## config.mk

```make
export PLATFORM = sky130hd
export DESIGN_NAME = html_structural_index_scanner_top_flat
export DESIGN_NICKNAME = d
export VERILOG_FILES = /design/src/design/hsis_pkg.sv /design/src/design/hsis_text_if.sv /design/src/design/hsis_mark_if.sv /design/src/design/html_structural_index_scanner_top.sv /design/src/design/hsis_scan_core.sv /design/src/design/hsis_result_fifo.sv /design/src/flat_wrapper.sv
export SDC_FILE = /design/constraint.sdc
export NUM_CORES = 1
export LEC_CHECK = 0
export ABC_AREA = 1
export BUFFER_PORTS_ARGS = -buffer_cell sky130_fd_sc_hd__buf_2
export CORE_ASPECT_RATIO = 0.7
export CORE_MARGIN = 5
export CORE_UTILIZATION = 40
export CTS_CLUSTER_DIAMETER = 120
export CTS_CLUSTER_SIZE = 24
export DETAILED_ROUTE_END_ITERATION = 10
export SETUP_SLACK_MARGIN = 0.02
export SYNTH_ARGS = -nofsm -noshare
export SYNTH_HDL_FRONTEND = slang
export SYNTH_HIERARCHICAL = 1
export SYNTH_SLANG_ARGS = --single-unit
export TNS_END_PERCENT = 10
```

## constraint.sdc

```tcl
create_clock -name clk -period 15.15 [get_ports clk]
set_input_delay 2.2725 -clock clk [delete_from_list [all_inputs] [get_ports clk]]
set_output_delay 2.2725 -clock clk [all_outputs]
set_load 0.01 [all_outputs]
```

## src/design/hsis_pkg.sv

```systemverilog
`timescale 1ns / 1ps

package hsis_pkg;

    // Position counter width; marks are 32 bits, the same width as the counter
    localparam int POS_BITS = 32;
    localparam int MARK_BITS = 32;

    // Result queue geometry
    localparam int FIFO_AW = 2;
    localparam int FIFO_DEPTH = 1 << FIFO_AW;

    // Byte codes the scanner reacts to
    localparam logic [7:0] CH_NUL    = 8'h00;
    localparam logic [7:0] CH_TAB    = 8'h09;
    localparam logic [7:0] CH_LF     = 8'h0A;
    localparam logic [7:0] CH_FF     = 8'h0C;
    localparam logic [7:0] CH_CR     = 8'h0D;
    localparam logic [7:0] CH_SPACE  = 8'h20;
    localparam logic [7:0] CH_BANG   = 8'h21;
    localparam logic [7:0] CH_DQUOTE = 8'h22;
    localparam logic [7:0] CH_SQUOTE = 8'h27;
    localparam logic [7:0] CH_SLASH  = 8'h2F;
    localparam logic [7:0] CH_LESS   = 8'h3C;
    localparam logic [7:0] CH_EQUAL  = 8'h3D;
    localparam logic [7:0] CH_GREATER = 8'h3E;
    localparam logic [7:0] CH_QUEST  = 8'h3F;
    localparam logic [7:0] CH_UPPER_A = 8'h41;
    localparam logic [7:0] CH_UPPER_Z = 8'h5A;
    localparam logic [7:0] CH_LOWER_A = 8'h61;
    localparam logic [7:0] CH_LOWER_Z = 8'h7A;

    typedef logic [POS_BITS-1:0] pos_t;
    typedef logic [FIFO_AW-1:0] fifo_ptr_t;
    typedef logic [FIFO_AW:0] fifo_level_t;

    // One result item
    typedef struct packed {
        logic [MARK_BITS-1:0] mark_position;
        logic                 last_of_run;
    } mark_t;

    // Up to two results produced by one byte
    typedef struct packed {
        logic [1:0] count;
        mark_t      first;
        mark_t      second;
    } mark_pair_t;

    // Queue status toward the scanner
    typedef struct packed {
        logic        room_for_pair;
        fifo_level_t level;
    } fifo_status_t;

    function automatic logic is_blank(input logic [7:0] b);
        return b == CH_NUL || b == CH_TAB || b == CH_LF || b == CH_FF ||
               b == CH_CR || b == CH_SPACE;
    endfunction

    function automatic logic opens_tag(input logic [7:0] b);
        return b == CH_BANG || b == CH_QUEST || b == CH_SLASH ||
               (b >= CH_UPPER_A && b <= CH_UPPER_Z) ||
               (b >= CH_LOWER_A && b <= CH_LOWER_Z);
    endfunction

    function automatic logic is_punct(input logic [7:0] b);
        return b == CH_EQUAL || b == CH_DQUOTE || b == CH_SQUOTE || b == CH_GREATER;
    endfunction

    function automatic logic [MARK_BITS-1:0] to_mark(input pos_t p);
        return MARK_BITS'(p);
    endfunction

endpackage

```

## src/design/hsis_text_if.sv

```systemverilog
`timescale 1ns / 1ps

interface hsis_text_if;
    logic       valid;
    logic       ready;
    logic [7:0] text_byte;
    logic       end_of_text;

    modport source (output valid, output text_byte, output end_of_text, input ready);
    modport sink (input valid, input text_byte, input end_of_text, output ready);
endinterface

```

## src/design/hsis_mark_if.sv

```systemverilog
`timescale 1ns / 1ps

interface hsis_mark_if;
    logic        valid;
    logic        ready;
    logic [31:0] mark_position;
    logic        last_of_run;

    modport source (output valid, output mark_position, output last_of_run, input ready);
    modport sink (input valid, input mark_position, input last_of_run, output ready);
endinterface

```

## src/design/html_structural_index_scanner_top.sv

```systemverilog
`timescale 1ns / 1ps
// Flow: a byte is registered on transfer; its marks go into the result queue
// when it has room for two, and mark_out shows the queue head, a pair's first
// mark before its second. Throughput: one byte per cycle while the four-entry
// queue has room for two marks; mark_out drains one mark per cycle while ready.
// Reset: rst_n clears the position counter, scan state and queue at once.

module html_structural_index_scanner_top (
    input logic         clk,
    input logic         rst_n,
    hsis_text_if.sink   text_in,
    hsis_mark_if.source mark_out
);
    import hsis_pkg::*;

    mark_pair_t   push;
    fifo_status_t status;

    hsis_scan_core u_core (
        .clk     (clk),
        .rst_n   (rst_n),
        .text_in (text_in),
        .status  (status),
        .push    (push)
    );

    hsis_result_fifo u_fifo (
        .clk      (clk),
        .rst_n    (rst_n),
        .push     (push),
        .status   (status),
        .mark_out (mark_out)
    );

    // Queue never exceeds its depth
    assert property (@(posedge clk) disable iff (!rst_n)
        status.level <= fifo_level_t'(FIFO_DEPTH))
        else $error("result queue overflow");

    // Marks are only pushed when room for a pair was reported
    assert property (@(posedge clk) disable iff (!rst_n)
        push.count != 2'd0 |-> status.room_for_pair)
        else $error("push without room");

    // A pair carries its end flag on the second mark only
    assert property (@(posedge clk) disable iff (!rst_n)
        push.count == 2'd2 |-> !push.first.last_of_run && push.second.last_of_run)
        else $error("bad end flag on mark pair");

    // After a push, the output presents a valid mark next cycle
    assert property (@(posedge clk) disable iff (!rst_n)
        push.count != 2'd0 |=> mark_out.valid)
        else $error("pushed mark not presented");

endmodule

```

## src/design/hsis_scan_core.sv

```systemverilog
`timescale 1ns / 1ps

module hsis_scan_core (
    input  logic                  clk,
    input  logic                  rst_n,
    hsis_text_if.sink             text_in,
    input  hsis_pkg::fifo_status_t status,
    output hsis_pkg::mark_pair_t  push
);
    import hsis_pkg::*;

    // Input register
    logic       valid_reg;
    logic [7:0] byte_reg;
    logic       eot_reg;

    // Scanner state
    pos_t counter_reg, counter_next;
    logic in_run_reg, in_run_next;
    pos_t run_start_reg, run_start_next;
    pos_t last_reg, last_next;
    logic any_reg, any_next;
    logic pending_reg, pending_next;

    logic fire;
    pos_t p;
    pos_t p_prev;
    pos_t run_prev;
    logic blank;
    logic less_hit;
    logic run_end;
    logic emit_before;
    logic eff_any;
    pos_t eff_last;
    logic above;
    logic punct_hit;
    logic less_set;

    assign fire = valid_reg && status.room_for_pair;
    assign text_in.ready = !valid_reg || fire;

    // Capture the next byte whenever the register frees up
    always_ff @(posedge clk or negedge rst_n)
    begin
        if (!rst_n)
        begin
            valid_reg <= 1'b0;
        end
        else if (text_in.ready)
        begin
            valid_reg <= text_in.valid;
        end
    end

    always_ff @(posedge clk)
    begin
        if (text_in.ready && text_in.valid)
        begin
            byte_reg <= text_in.text_byte;
            eot_reg <= text_in.end_of_text;
        end
    end

    // Classify the byte and pick the marks
    always_comb
    begin
        p = counter_reg;
        p_prev = pos_t'(counter_reg - 1'b1);
        run_prev = pos_t'(run_start_reg - 1'b1);
        blank = is_blank(byte_reg);
        less_hit = pending_reg && opens_tag(byte_reg);
        run_end = !blank && in_run_reg;
        emit_before = run_end && (run_start_reg != '0) &&
                      !(any_reg && last_reg == run_prev);
        // A resolved '<' counts as emitted before the current byte is judged
        eff_any = any_reg || less_hit;
        eff_last = less_hit ? p_prev : last_reg;
        above = !eff_any || (eff_last < p);
        punct_hit = !blank && !run_end && is_punct(byte_reg) && above;
        less_set = !blank && !run_end && byte_reg == CH_LESS && above;

        push.count = 2'd0;
        push.first.mark_position = to_mark(p);
        push.first.last_of_run = 1'b1;
        push.second.mark_position = to_mark(p);
        push.second.last_of_run = 1'b1;
        last_next = last_reg;

        if (less_hit)
        begin
            push.first.mark_position = to_mark(p_prev);
            last_next = p_prev;
            if (punct_hit)
            begin
                push.count = 2'd2;
                push.first.last_of_run = 1'b0;
                last_next = p;
            end
            else
            begin
                push.count = 2'd1;
            end
        end
        else if (run_end)
        begin
            last_next = p;
            if (emit_before)
            begin
                push.count = 2'd2;
                push.first.mark_position = to_mark(run_prev);
                push.first.last_of_run = 1'b0;
            end
            else
            begin
                push.count = 2'd1;
            end
        end
        else if (punct_hit)
        begin
            push.count = 2'd1;
            last_next = p;
        end

        if (!fire)
        begin
            push.count = 2'd0;
        end

        any_next = any_reg || (push.count != 2'd0);
        in_run_next = blank;
        run_start_next = (blank && !in_run_reg) ? p : run_start_reg;
        pending_next = less_set;
        counter_next = pos_t'(counter_reg + 1'b1);
    end

    // Advance the state; drop everything at end of document
    always_ff @(posedge clk or negedge rst_n)
    begin
        if (!rst_n)
        begin
            counter_reg <= '0;
            in_run_reg <= 1'b0;
            run_start_reg <= '0;
            last_reg <= '0;
            any_reg <= 1'b0;
            pending_reg <= 1'b0;
        end
        else if (fire)
        begin
            if (eot_reg)
            begin
                counter_reg <= '0;
                in_run_reg <= 1'b0;
                run_start_reg <= '0;
                last_reg <= '0;
                any_reg <= 1'b0;
                pending_reg <= 1'b0;
            end
            else
            begin
                counter_reg <= counter_next;
                in_run_reg <= in_run_next;
                run_start_reg <= run_start_next;
                last_reg <= last_next;
                any_reg <= any_next;
                pending_reg <= pending_next;
            end
        end
    end

endmodule

```

## src/design/hsis_result_fifo.sv

```systemverilog
`timescale 1ns / 1ps

module hsis_result_fifo (
    input  logic                  clk,
    input  logic                  rst_n,
    input  hsis_pkg::mark_pair_t  push,
    output hsis_pkg::fifo_status_t status,
    hsis_mark_if.source           mark_out
);
    import hsis_pkg::*;

    mark_t       mem [FIFO_DEPTH];
    fifo_ptr_t   wr_ptr_reg;
    fifo_ptr_t   rd_ptr_reg;
    fifo_level_t level_reg, level_next;
    logic        pop;
    mark_t       head;

    assign head = mem[rd_ptr_reg];
    assign mark_out.valid = level_reg != '0;
    assign mark_out.mark_position = head.mark_position;
    assign mark_out.last_of_run = head.last_of_run;
    assign pop = mark_out.valid && mark_out.ready;

    assign status.level = level_reg;
    assign status.room_for_pair = level_reg <= fifo_level_t'(FIFO_DEPTH - 2);

    always_comb
    begin
        level_next = fifo_level_t'(level_reg + fifo_level_t'(push.count) -
                                   fifo_level_t'(pop));
    end

    // Write up to two entries per cycle
    always_ff @(posedge clk)
    begin
        if (push.count != 2'd0)
        begin
            mem[wr_ptr_reg] <= push.first;
        end
        if (push.count == 2'd2)
        begin
            mem[fifo_ptr_t'(wr_ptr_reg + 1'b1)] <= push.second;
        end
    end

    // Advance pointers and occupancy
    always_ff @(posedge clk or negedge rst_n)
    begin
        if (!rst_n)
        begin
            wr_ptr_reg <= '0;
            rd_ptr_reg <= '0;
            level_reg <= '0;
        end
        else
        begin
            wr_ptr_reg <= fifo_ptr_t'(wr_ptr_reg + fifo_ptr_t'(push.count));
            if (pop)
            begin
                rd_ptr_reg <= fifo_ptr_t'(rd_ptr_reg + 1'b1);
            end
            level_reg <= level_next;
        end
    end

endmodule
```

## src/flat_wrapper.sv

```systemverilog
// flat-port wrapper written by rule: the top's interface ports become plain ports
module html_structural_index_scanner_top_flat import hsis_pkg::*;
  (clk, rst_n, text_in_valid, text_in_text_byte, text_in_end_of_text, text_in_ready, mark_out_valid, mark_out_mark_position, mark_out_last_of_run, mark_out_ready);
  hsis_text_if text_in_i ();
  hsis_mark_if mark_out_i ();
  input logic clk;
  input logic rst_n;
  input wire logic [$bits(text_in_i.valid)-1:0] text_in_valid;
  input wire logic [$bits(text_in_i.text_byte)-1:0] text_in_text_byte;
  input wire logic [$bits(text_in_i.end_of_text)-1:0] text_in_end_of_text;
  output wire logic [$bits(text_in_i.ready)-1:0] text_in_ready;
  output wire logic [$bits(mark_out_i.valid)-1:0] mark_out_valid;
  output wire logic [$bits(mark_out_i.mark_position)-1:0] mark_out_mark_position;
  output wire logic [$bits(mark_out_i.last_of_run)-1:0] mark_out_last_of_run;
  input wire logic [$bits(mark_out_i.ready)-1:0] mark_out_ready;
  assign text_in_i.valid = text_in_valid;
  assign text_in_i.text_byte = text_in_text_byte;
  assign text_in_i.end_of_text = text_in_end_of_text;
  assign text_in_ready = text_in_i.ready;
  assign mark_out_valid = mark_out_i.valid;
  assign mark_out_mark_position = mark_out_i.mark_position;
  assign mark_out_last_of_run = mark_out_i.last_of_run;
  assign mark_out_i.ready = mark_out_ready;
  html_structural_index_scanner_top u_core (.clk(clk), .rst_n(rst_n), .text_in(text_in_i), .mark_out(mark_out_i));
endmodule
```

## Yosys cells after proc, flatten, opt, wreduce, memory -nomap -nowiden

Memory sizes are Yosys's and may differ from the RTL's.
Index checks and enable logic that the tools add are counted.

- Bits in read-only memories: 0
- Flip-flop bits (word level): 116
- Bits in writable memories: 132
- Logic and storage cells: 113
- Bits in latches: 0
- Memories kept: 1

Memories:

| name | words | bits a word | rd ports | clocked after memory_dff | write ports | line | text |
|---|---|---|---|---|---|---|---|
| u_core.u_fifo.mem | 4 | 33 | 1 | 0 | 2 | hsis_result_fifo.sv:12 | `mark_t mem [FIFO_DEPTH];` |

- Muxes and demuxes: 25
- Bitwise logic cells: 0
- Eq/ne operators: 15
- Multiply operators: 0
- Reductions and logical operators: 46
- Shift-type cells: 0
- $lt $le $gt $ge: 6
- Add/sub/neg operators: 8
- Divide/modulo/power cells: 0

Operators by type and width:

| cell | count |
|---|---|
| 32-bit 2-to-1 mux | 9 |
| 8-bit by 6-bit equality test with 1-bit output (second input constant) | 9 |
| 33-bit 2-to-1 mux | 2 |
| 32-bit by 1-bit subtractor with 32-bit output (second input constant) | 2 |
| 35-bit 2-to-1 mux | 1 |
| 32-bit by 1-bit adder with 32-bit output (second input constant) | 1 |
| 32-bit equality test | 1 |
| 8-bit by 4-bit equality test with 1-bit output (second input constant) | 4 |
| 32-bit < comparator | 1 |
| 32-bit nonzero test | 1 |
| 8-bit by 7-bit >= comparator with 1-bit output (second input constant) | 2 |
| 8-bit by 7-bit <= comparator with 1-bit output (second input constant) | 2 |
| 1-bit logical AND | 16 |
| 1-bit logical OR | 16 |
| 1-bit 2-to-1 mux | 9 |
| 8-bit zero test | 1 |
| 2-bit 2-to-1 mux | 4 |
| 1-bit zero test | 6 |
| 2-bit by 1-bit adder with 2-bit output (second input constant) | 2 |
| 2-bit AND reduction | 2 |
| 2-bit nonzero test | 2 |
| 4-bit nonzero test | 1 |
| 3-bit by 2-bit adder with 3-bit output | 1 |
| 3-bit by 2-bit <= comparator with 1-bit output (second input constant) | 1 |
| other kinds (4) | 4 |

## Logic depth before layout (Yosys ltp)

Gate-level depths: netlist of the first run.

- Word-level depth: 19
- Mapped depth: 37

## Hierarchy

The synthesis of the first run kept the hierarchy.

Modules (own cells, without submodules):

| module | sequential area each (µm²) | instances | area an instance (µm²) | cells each |
|---|---|---|---|---|
| hsis_scan_core | 2772.7 | 1 | 8647.0 | 1274 |
| hsis_result_fifo | 4139.0 | 1 | 7559.8 | 920 |

## Least setup slack after synthesis of the first run

Ideal clock, no wire load.

- Kind: register to register
- Start point: register u_core.u_core.counter_reg[0]
- End point: memory u_core/u_fifo/mem[3][0] (netlist name) (enable)
- Path buffers: 0
- Period minus slack after synthesis: 6.439 ns
- Arrival time: 5.970 ns
- Required time: 14.681 ns
- Cell stages (with the launch flop): 26
- Slack: 8.711 ns
- Cells stage by stage: dfrtp_1 inv_1 nand3_1 nor3_2 nand3_1 nor2_1 nand4_1 nor2_1 and3_1 nand2_1 xor2_1 nand2_1 o21ai_0 ha_1 a21oi_1 o21a_1 o221ai_1 a21oi_1 nand2_1 nand2_1 nand2_1 nand2_1 nand2_1 a21oi_1 nor2_1 o21ai_0

RTL lines:

| item | line | text |
|---|---|---|
| start: declaration | hsis_scan_core.sv:18 | `pos_t counter_reg, counter_next;` |
| start signal: assignment | hsis_scan_core.sv:161 | `counter_reg <= counter_next;` |
| end: declaration | hsis_result_fifo.sv:12 |  |

==> out/qor_table.md, run 1 <==
| Metric | Value | Unit |
|:---|:---|:---|
| Worst Path Arrival | 8.06 | ns |
| Number of antenna violations at the first check in global routing | 0 | - |
| Crit path capture type | flip-flop | - |
| Syn Inst Count | 2194 | - |
| First-pass GRT wire length | 78.0 | mm |
| Setup total negative slack | 0 | ns |
| Wire length per cell after detailed routing | 18.0 | um |
| Seq/Total Area, Yosys | 0.426 | - |
| Hold buffer count at cts | 0 | - |
| Post-CTS resize count | 0 | - |
| Number of standard-cell rows in the floorplan | 61 | - |
| Net total in the final layout | 2217 | - |
| Inserted Clock Buffers | 14 | - |
| Syn avg cell area | 7.39 | um^2 |
| Worst hold path type | reg2reg | - |
| Pin slew with the least headroom to its limit | 1.29 | ns |
| Combinational share of power | 0.407 | - |
| Antenna fix cells | 0 | - |
| Via/cell ratio | 5.33 | - |
| Asr flop ratio synth | 0.431 | - |
| Highest-count cells in the layout ignoring fill and taps | sky130_fd_sc_hd__nand2_1 (739), sky130_fd_sc_hd__nand3_1 (238), sky130_fd_sc_hd__inv_1 (184), sky130_fd_sc_hd__nor2_1 (177), sky130_fd_sc_hd__o21ai_0 (145) | - |
| Main synth FF type | sky130_fd_sc_hd__edfxtp_1 | - |
| Drc violations | 0 | - |
| Final Hold Fails | 0 | - |
| Post-detailed-route count of antenna-violating nets | 0 | - |
| Min Hold Slack | 0.486 | ns |
| Maximum operating frequency | 126 | MHz |
| Placeable core region | 39800 | um^2 |
| Post-Syn Nets | 2246 | - |
| Initial Utilization | 0.407 | - |
| Final cell utilization of the core | 0.430 | - |
| Status | completed | - |
| Number of setup buffers added after CTS | 0 | - |
| TritonCTS clock tree | yes | - |
| Cell with the biggest individual delay on the critical path | sky130_fd_sc_hd__nor4_1 | - |
| Cell at the root of the clock tree | sky130_fd_sc_hd__clkbuf_16 | - |
| Die Y | 178 | um |
| Unrepaired setup endpoints after global routing | false | - |
| Clock network latency to the later pin of the worst-skew pair | 0.53 | ns |
| Number of buffer cells added on primary ports | 47 | - |
| Setup violators final | 0 | - |
| Gp weighted congestion | 0.894 | - |
| Gr ovfl total | 0 | - |
| Detail Placement HPWL | 33.3 | mm |
| Switching share of total power | 0.427 | - |
| Total number of vias | 14400 | - |
| Stage delay of the slowest cell on the critical path | 0.71 | ns |
| Sequential fraction of design power | 0.381 | - |
| Reg2Reg Depth | 31 | - |
| CP Launch Type | flip-flop | - |
| Number of synthesized register bits | 248 | - |
| Die Width | 251 | um |
| Post-synth EDFFs | 141 | - |
| Crit path time final | 7.94 | ns |
| Pwr/cell area | 119 | nW/um^2 |
| Crit share post-route | 0.524 | - |
| Post-Syn Area | 16200 | um^2 |
| Biggest fanout along the worst timing path | 64 | - |
| Critical setup path kind | reg2reg | - |
| Number of global-route vias before repair | 13700 | - |
| Max-slew violation count | 0 | - |
| Number of detailed-route iterations in the first pass | 6 | - |
| Maximum ir drop on the vdd rail | 0.0653 | mV |
| CTS Buffer Depth | 3 | - |
| Share of final-layout standard cells stronger than drive strength 1 | 0.0621 | - |
| Register with the most flip-flops | u_core/u_fifo/mem | - |
| Total routing resource utilization after global routing | 0.215 | - |
| Largest net degree at the start of global routing | 102 | - |
| Post-synthesis cell type count | 46 | - |
| Violation count after the first detailed-route iteration | 1703 | - |
| Most common cell after layout, fill and taps aside | sky130_fd_sc_hd__nand2_1 | - |
| Die area | 44700 | um^2 |
| Final Power | 2.04 | mW |
| Net switching power figure | 0.871 | mW |
| Count of cells along the worst hold path | 2 | - |
| Worst clock skew | 0.0406 | ns |
| Most frequent cell on the critical path | sky130_fd_sc_hd__nand2_1 | - |
| Part of the total power dissipated in the clock network | 0.212 | - |
| Placed instance count | 2684 | - |
| Layout overhead on the synthesized area | 5.66 | % |
| Top-Level Pins | 48 | - |
| # Max-Cap Violations | 0 | - |
| Slew HR | 0.140 | - |
| Final Instance Count excl. Fillers | 2708 | - |
| Leakage power | 8.64 | nW |
| H-Tree Depth | 1 | - |
| Yosys synthesis warning count | 6 | - |
| Required arrival time at the worst endpoint | 15.27 | ns |
| Total Routed Length | 48.7 | mm |
| Flip-flop count of the largest register after layout | 132 | - |
| CTS clock-pin slew for the worst setup and hold paths | 0.10 | ns |
| Internal power consumption | 1.17 | mW |
| Clk sinks | 248 | - |
==> cells in the mapped netlist, types with 2 or more instances <==
master,n,share of area
sky130_fd_sc_hd__inv_1,186,0.043
sky130_fd_sc_hd__buf_6,10,0.0069
sky130_fd_sc_hd__a21oi_1,50,0.015
sky130_fd_sc_hd__nand2_4,3,0.0021
sky130_fd_sc_hd__nor4_1,13,0.0050
sky130_fd_sc_hd__buf_1,5,0.0012
sky130_fd_sc_hd__o21bai_1,2,0.00093
sky130_fd_sc_hd__nand3b_1,3,0.0014
sky130_fd_sc_hd__nand3_1,239,0.074
sky130_fd_sc_hd__o21ai_2,2,0.0011
sky130_fd_sc_hd__buf_2,24,0.0074
sky130_fd_sc_hd__nor2_2,8,0.0031
sky130_fd_sc_hd__nand2_1,740,0.17
sky130_fd_sc_hd__nand4_2,3,0.0023
sky130_fd_sc_hd__nor2_4,6,0.0042
sky130_fd_sc_hd__clkbuf_1,54,0.013
sky130_fd_sc_hd__nor2_1,178,0.041
sky130_fd_sc_hd__clkinv_1,13,0.0030
sky130_fd_sc_hd__o22ai_1,20,0.0077
sky130_fd_sc_hd__dfrtp_1,107,0.17
sky130_fd_sc_hd__nand4_1,23,0.0089
sky130_fd_sc_hd__nand2_2,5,0.0019
sky130_fd_sc_hd__inv_2,7,0.0016
sky130_fd_sc_hd__edfxtp_1,141,0.26
sky130_fd_sc_hd__ha_1,38,0.029
sky130_fd_sc_hd__o221ai_1,2,0.0011
sky130_fd_sc_hd__or2_2,5,0.0019
sky130_fd_sc_hd__o21ai_0,146,0.045
sky130_fd_sc_hd__o21a_1,6,0.0028
sky130_fd_sc_hd__a31oi_1,2,0.00077
sky130_fd_sc_hd__mux2i_1,6,0.0037
sky130_fd_sc_hd__a211oi_1,7,0.0032
sky130_fd_sc_hd__and3_1,2,0.00077
sky130_fd_sc_hd__nor3_1,25,0.0077
sky130_fd_sc_hd__nor3_2,2,0.0012
sky130_fd_sc_hd__xnor2_1,8,0.0043
sky130_fd_sc_hd__buf_4,19,0.0088
sky130_fd_sc_hd__xor2_1,76,0.041
==> worst max-delay path, delay by kind of cell (launching register included) <==
kind	cells	cell delay [ns]
DFF	1	0.49
and+or+nand+nor	19	3.72
AOI/OAI and AO/OA	3	0.86
buffers and inverters	6	1.71
xor gates and xnor gates	1	0.16
adders and majority gates	2	0.54
==> kinds of logic (layout without fill, tap and decap cells) <==
| family | after synthesis | after routing | share of synthesized area |
|---|---|---|---|
| flops | 248 | 248 | 0.426 |
| other cells | 1 | 1 | 0.000231 |
| buf+inv | 318 | 297 | 0.0845 |
| mux | 6 | 6 | 0.00371 |
| xor+xnor | 84 | 84 | 0.0454 |
| fa+ha+maj | 39 | 39 | 0.0306 |
| compound gates | 240 | 240 | 0.0799 |
| simple gates | 1258 | 1258 | 0.329 |
==> routing by layer <==
layer,part of all wire,up-vias,GRT usage
met5,0,-,0
met4,0.022,0,0.0477
met3,0.074,60,0.0268
met2,0.44,548,0.334
met1,0.47,6758,0.323
li1,-,7078,-
==> final cells by class <==
| class | instances | area, um^2 |
|---|---|---|
| Clock inverter | 2 | 20.0 |
| Sequential cell | 248 | 6910 |
| Clock buffer | 22 | 402 |
| Multi-Input combinational cell | 1628 | 7960 |
| Fill cell | 4093 | 22700 |
| Timing Repair Buffer | 67 | 388 |
| Tap cell | 535 | 669 |
| Inverter | 206 | 773 |
==> path summary, 6_finish.rpt <==
kind / start / to / slack [ns]
max: u_core/u_core/counter_reg[0]$_DFFE_PN0P_ / u_core/u_fifo/mem[3][24]$_DFFE_PP_ / 7.21
min: u_core/u_core/last_reg[26]$_DFFE_PN0P_ / u_core/u_core/last_reg[26]$_DFFE_PN0P_ / 0.49
max reg2reg: u_core/u_core/counter_reg[0]$_DFFE_PN0P_ / u_core/u_fifo/mem[3][24]$_DFFE_PP_ / 7.21
min reg2reg: u_core/u_core/last_reg[26]$_DFFE_PN0P_ / u_core/u_core/last_reg[26]$_DFFE_PN0P_ / 0.49
max in group asynchronous: rst_n / u_core/u_fifo/rd_ptr_reg[0]$_DFFE_PN0P_ / 12.02
min in group asynchronous: rst_n / u_core/u_core/last_reg[1]$_DFFE_PN0P_ / 1.78
==> power groups by stage <==
| stage | sequential (mW) | clock [mW] | combinational (mW) |
|---|---|---|---|
| after floorplan | 0.778 | 0 | 0.557 |
| after global placement | 0.789 | 0 | 0.820 |
| after detailed placement | 0.791 | 0 | 0.826 |
| after CTS | 0.777 | 0.449 | 0.829 |
| after global routing | 0.782 | 0.469 | 0.925 |
| final | 0.777 | 0.433 | 0.830 |
==> through the flow <==
stage	setup WS, ns	cell area (um^2)
after floorplan	8.71	16200
after global placement	7.53	16700
after detailed placement	7.45	16700
after CTS	7.42	17100
after global routing	6.63	17100
final	7.21	17100
No activity file was read; power rests on OpenSTA's default activity.
==> run 2: changes to the inputs <==
==> constraint.sdc (replaced) <==
create_clock -name clk -period 7.1 [get_ports clk]
set_input_delay 1.065 -clock clk [delete_from_list [all_inputs] [get_ports clk]]
set_output_delay 1.065 -clock clk [all_outputs]
set_load 0.01 [all_outputs]
==> out/qor_table.md, run 2 (synthesis gave the netlist of run 1 again) <==
| Metric | Value | Unit |
|:---|:---|:---|
| Maximum operating frequency | 155 | MHz |
| Part of the total power dissipated in the clock network | 0.211 | - |
| Antenna fix cells | 0 | - |
| Layout overhead on the synthesized area | 6.08 | % |
| Worst Slack Setup Final | 0.663 | ns |
| Clock network latency to the later pin of the worst-skew pair | 0.52 | ns |
| Post-detailed-route count of antenna-violating nets | 0 | - |
| Clk sinks | 248 | - |
| Cell at the root of the clock tree | sky130_fd_sc_hd__clkbuf_16 | - |
| Number of antenna violations at the first check in global routing | 0 | - |
| Most common cell after layout, fill and taps aside | sky130_fd_sc_hd__nand2_1 | - |
| Register with the most flip-flops | u_core/u_fifo/mem | - |
| Maximum ir drop on the vdd rail | 0.120 | mV |
| Total routing resource utilization after global routing | 0.217 | - |
| Die Y | 178 | um |
| Pwr/cell area | 254 | nW/um^2 |
| Total number of vias | 14700 | - |
| Worst clock skew | 0.0271 | ns |
| Worst Path Arrival | 6.60 | ns |
| Final cell area excluding filler cells | 17200 | um^2 |
| Unrepaired setup endpoints after global routing | false | - |
| Number of standard-cell rows in the floorplan | 61 | - |
| Required arrival time at the worst endpoint | 7.26 | ns |
| Gr ovfl total | 0 | - |
| Final Hold Fails | 0 | - |
| CTS clock-pin slew for the worst setup and hold paths | 0.10 | ns |
| Internal power consumption | 2.49 | mW |
| Net total in the final layout | 2224 | - |
| CP Launch Type | flip-flop | - |
| Most frequent cell on the critical path | sky130_fd_sc_hd__nand2_1 | - |
| FF/Latch Area | 6910 | um^2 |
| Drc violations | 0 | - |
| Combinational share of power | 0.399 | - |
| Stage delay of the slowest cell on the critical path | 0.68 | ns |
| Slew HR | 0.209 | - |
| Initial Utilization | 0.407 | - |
| Final Power | 4.36 | mW |
| Violation count after the first detailed-route iteration | 1431 | - |
| Number of filler cells placed in the layout | 4064 | - |
| Detail Placement HPWL | 32.9 | mm |
| Hold buffer count at cts | 0 | - |
| Total Routed Length | 49.7 | mm |
| Leakage power | 8.68 | nW |
| Origin of the critical flop-to-flop path | u_core/u_core/counter_reg[0]$_DFFE_PN0P_ | - |
| TritonCTS clock tree | yes | - |
| Reg-to-Reg End | u_core/u_fifo/mem[2][10]$_DFFE_PP_ | - |
| Number of detailed-route iterations in the first pass | 6 | - |
| Crit share post-route | 0.907 | - |
| Worst hold path type | reg2reg | - |
| Post-CTS resize count | 0 | - |
| Worst R2R Setup Slack | 0.66 | ns |
| Kind of cell with the highest combined delay on the critical path | simple AND/OR/NAND/NOR gates | - |
| Highest-count cells in the layout ignoring fill and taps | sky130_fd_sc_hd__nand2_1 (739), sky130_fd_sc_hd__nand3_1 (239), sky130_fd_sc_hd__inv_1 (184), sky130_fd_sc_hd__nor2_1 (177), sky130_fd_sc_hd__o21ai_0 (145) | - |
| Die Width | 251 | um |
| Number of global-route vias before repair | 13800 | - |
| Status | completed | - |
| Area after detailed placement | 16800 | um^2 |
| Share of final-layout standard cells stronger than drive strength 1 | 0.0647 | - |
| Critical setup path kind | reg2reg | - |
| Setup violators final | 0 | - |
| Via/cell ratio | 5.43 | - |
| Inserted Clock Buffers | 14 | - |
| Number of buffer cells added on primary ports | 47 | - |
| Gp weighted congestion | 0.940 | - |
| H-Tree Depth | 1 | - |
| Crit path capture type | flip-flop | - |
| CTS Buffer Depth | 3 | - |
| Endpoint with the worst hold slack | u_core/u_core/last_reg[2]$_DFFE_PN0P_ | - |
| Biggest fanout along the worst timing path | 33 | - |
| Net switching power figure | 1.87 | mW |
| Min Hold Slack | 0.487 | ns |
| First-pass GRT wire length | 78.2 | mm |
| Worst-case setup slack after placement | 0.895 | ns |
| Pin slew with the least headroom to its limit | 1.18 | ns |
| # Max-Cap Violations | 0 | - |
| Wire length per cell after detailed routing | 18.3 | um |
| Number of setup buffers added after CTS | 0 | - |
| Setup total negative slack | 0 | ns |
| Crit path time final | 6.44 | ns |
| Flip-flop count of the largest register after layout | 132 | - |
| Die area | 44700 | um^2 |
| Switching share of total power | 0.429 | - |
| Startpoint of the worst setup timing path | u_core/u_core/counter_reg[0]$_DFFE_PN0P_ | - |
| Top-Level Pins | 48 | - |
| Combined area of the multi-input logic cells | 7950 | um^2 |
| Cell with the biggest individual delay on the critical path | sky130_fd_sc_hd__nor4_1 | - |
| Worst Min Path Start | u_core/u_core/last_reg[2]$_DFFE_PN0P_ | - |
| Count of cells along the worst hold path | 2 | - |
| Largest net degree at the start of global routing | 86 | - |
| Max-slew violation count | 0 | - |
| Buffers and inverters on the worst path | 6 | - |
| Placeable core region | 39800 | um^2 |
| Sequential fraction of design power | 0.389 | - |
| Reg2Reg Depth | 31 | - |
[run 2: changes by cell type in the layout (fill, tap and decap cells not counted), sizes merged]
cell / previous run / this run
buf: 67 / 74
[run 2: how the worst max path moves through the flow]
stage | end | slack (ns) | depth (start not counted)
floorplan | u_core/u_fifo/mem[3][0]$_DFFE_PP_ | 0.66 | 25
global placement | u_core/u_fifo/mem[2][28]$_DFFE_PP_ | 0.98 | 31
detailed placement | u_core/u_fifo/mem[2][8]$_DFFE_PP_ | 0.89 | 30
CTS | u_core/u_fifo/mem[2][7]$_DFFE_PP_ | 0.87 | 30
global route | u_core/u_fifo/mem[3][7]$_DFFE_PP_ | 0.21 | 31
finish | u_core/u_fifo/mem[2][10]$_DFFE_PP_ | 0.66 | 31
[run 2: area by class of cell]
class / instances / area share
Timing Repair Buffer: 74 / 0.0271
Clock inverter: 2 / 0.00116
Inverter: 206 / 0.0450
Clock buffer: 22 / 0.0234
Tap cell: 535 / 0.0389
Multi-Input combinational cell: 1628 / 0.462
Sequential cell: 248 / 0.402
[run 2: power by group through the flow]
| stage | sequential, mW | combinational (mW) | clock (mW) |
|---|---|---|---|
| finish | 1.70 | 1.74 | 0.922 |
| global route | 1.71 | 1.92 | 0.990 |
| CTS | 1.70 | 1.74 | 0.950 |
| detailed placement | 1.73 | 1.73 | 0 |
| global placement | 1.72 | 1.72 | 0 |
| floorplan | 1.66 | 1.19 | 0 |
[run 2: worst reg2reg max path, delay by kind of cell (launching register included)]
family                   cells  cell delay (ns)
AND/OR/NAND/NOR             20             3.45
buffers and inverters        6             1.16
adder cells (fa/ha/maj)      2             0.55
flip-flops                   1             0.49
AO/OA/AOI/OAI                2             0.25
XOR/XNOR                     1             0.16
[run 2: metal layers]
metal,wire length (um),global-route usage,vias to the layer above
met5,0,0,-
met4,1060,0.0450,0
met3,3910,0.0300,57
met2,22100,0.350,572
met1,22600,0.315,7022
li1,-,-,7098
[run 2: stage by stage]
step | util | instances
after detailed placement | 0.421 | 2691
after floorplan | - | 2194
after global placement | 0.421 | 2691
final | 0.432 | 2715
after global routing | 0.432 | 2715
after CTS | 0.432 | 2715
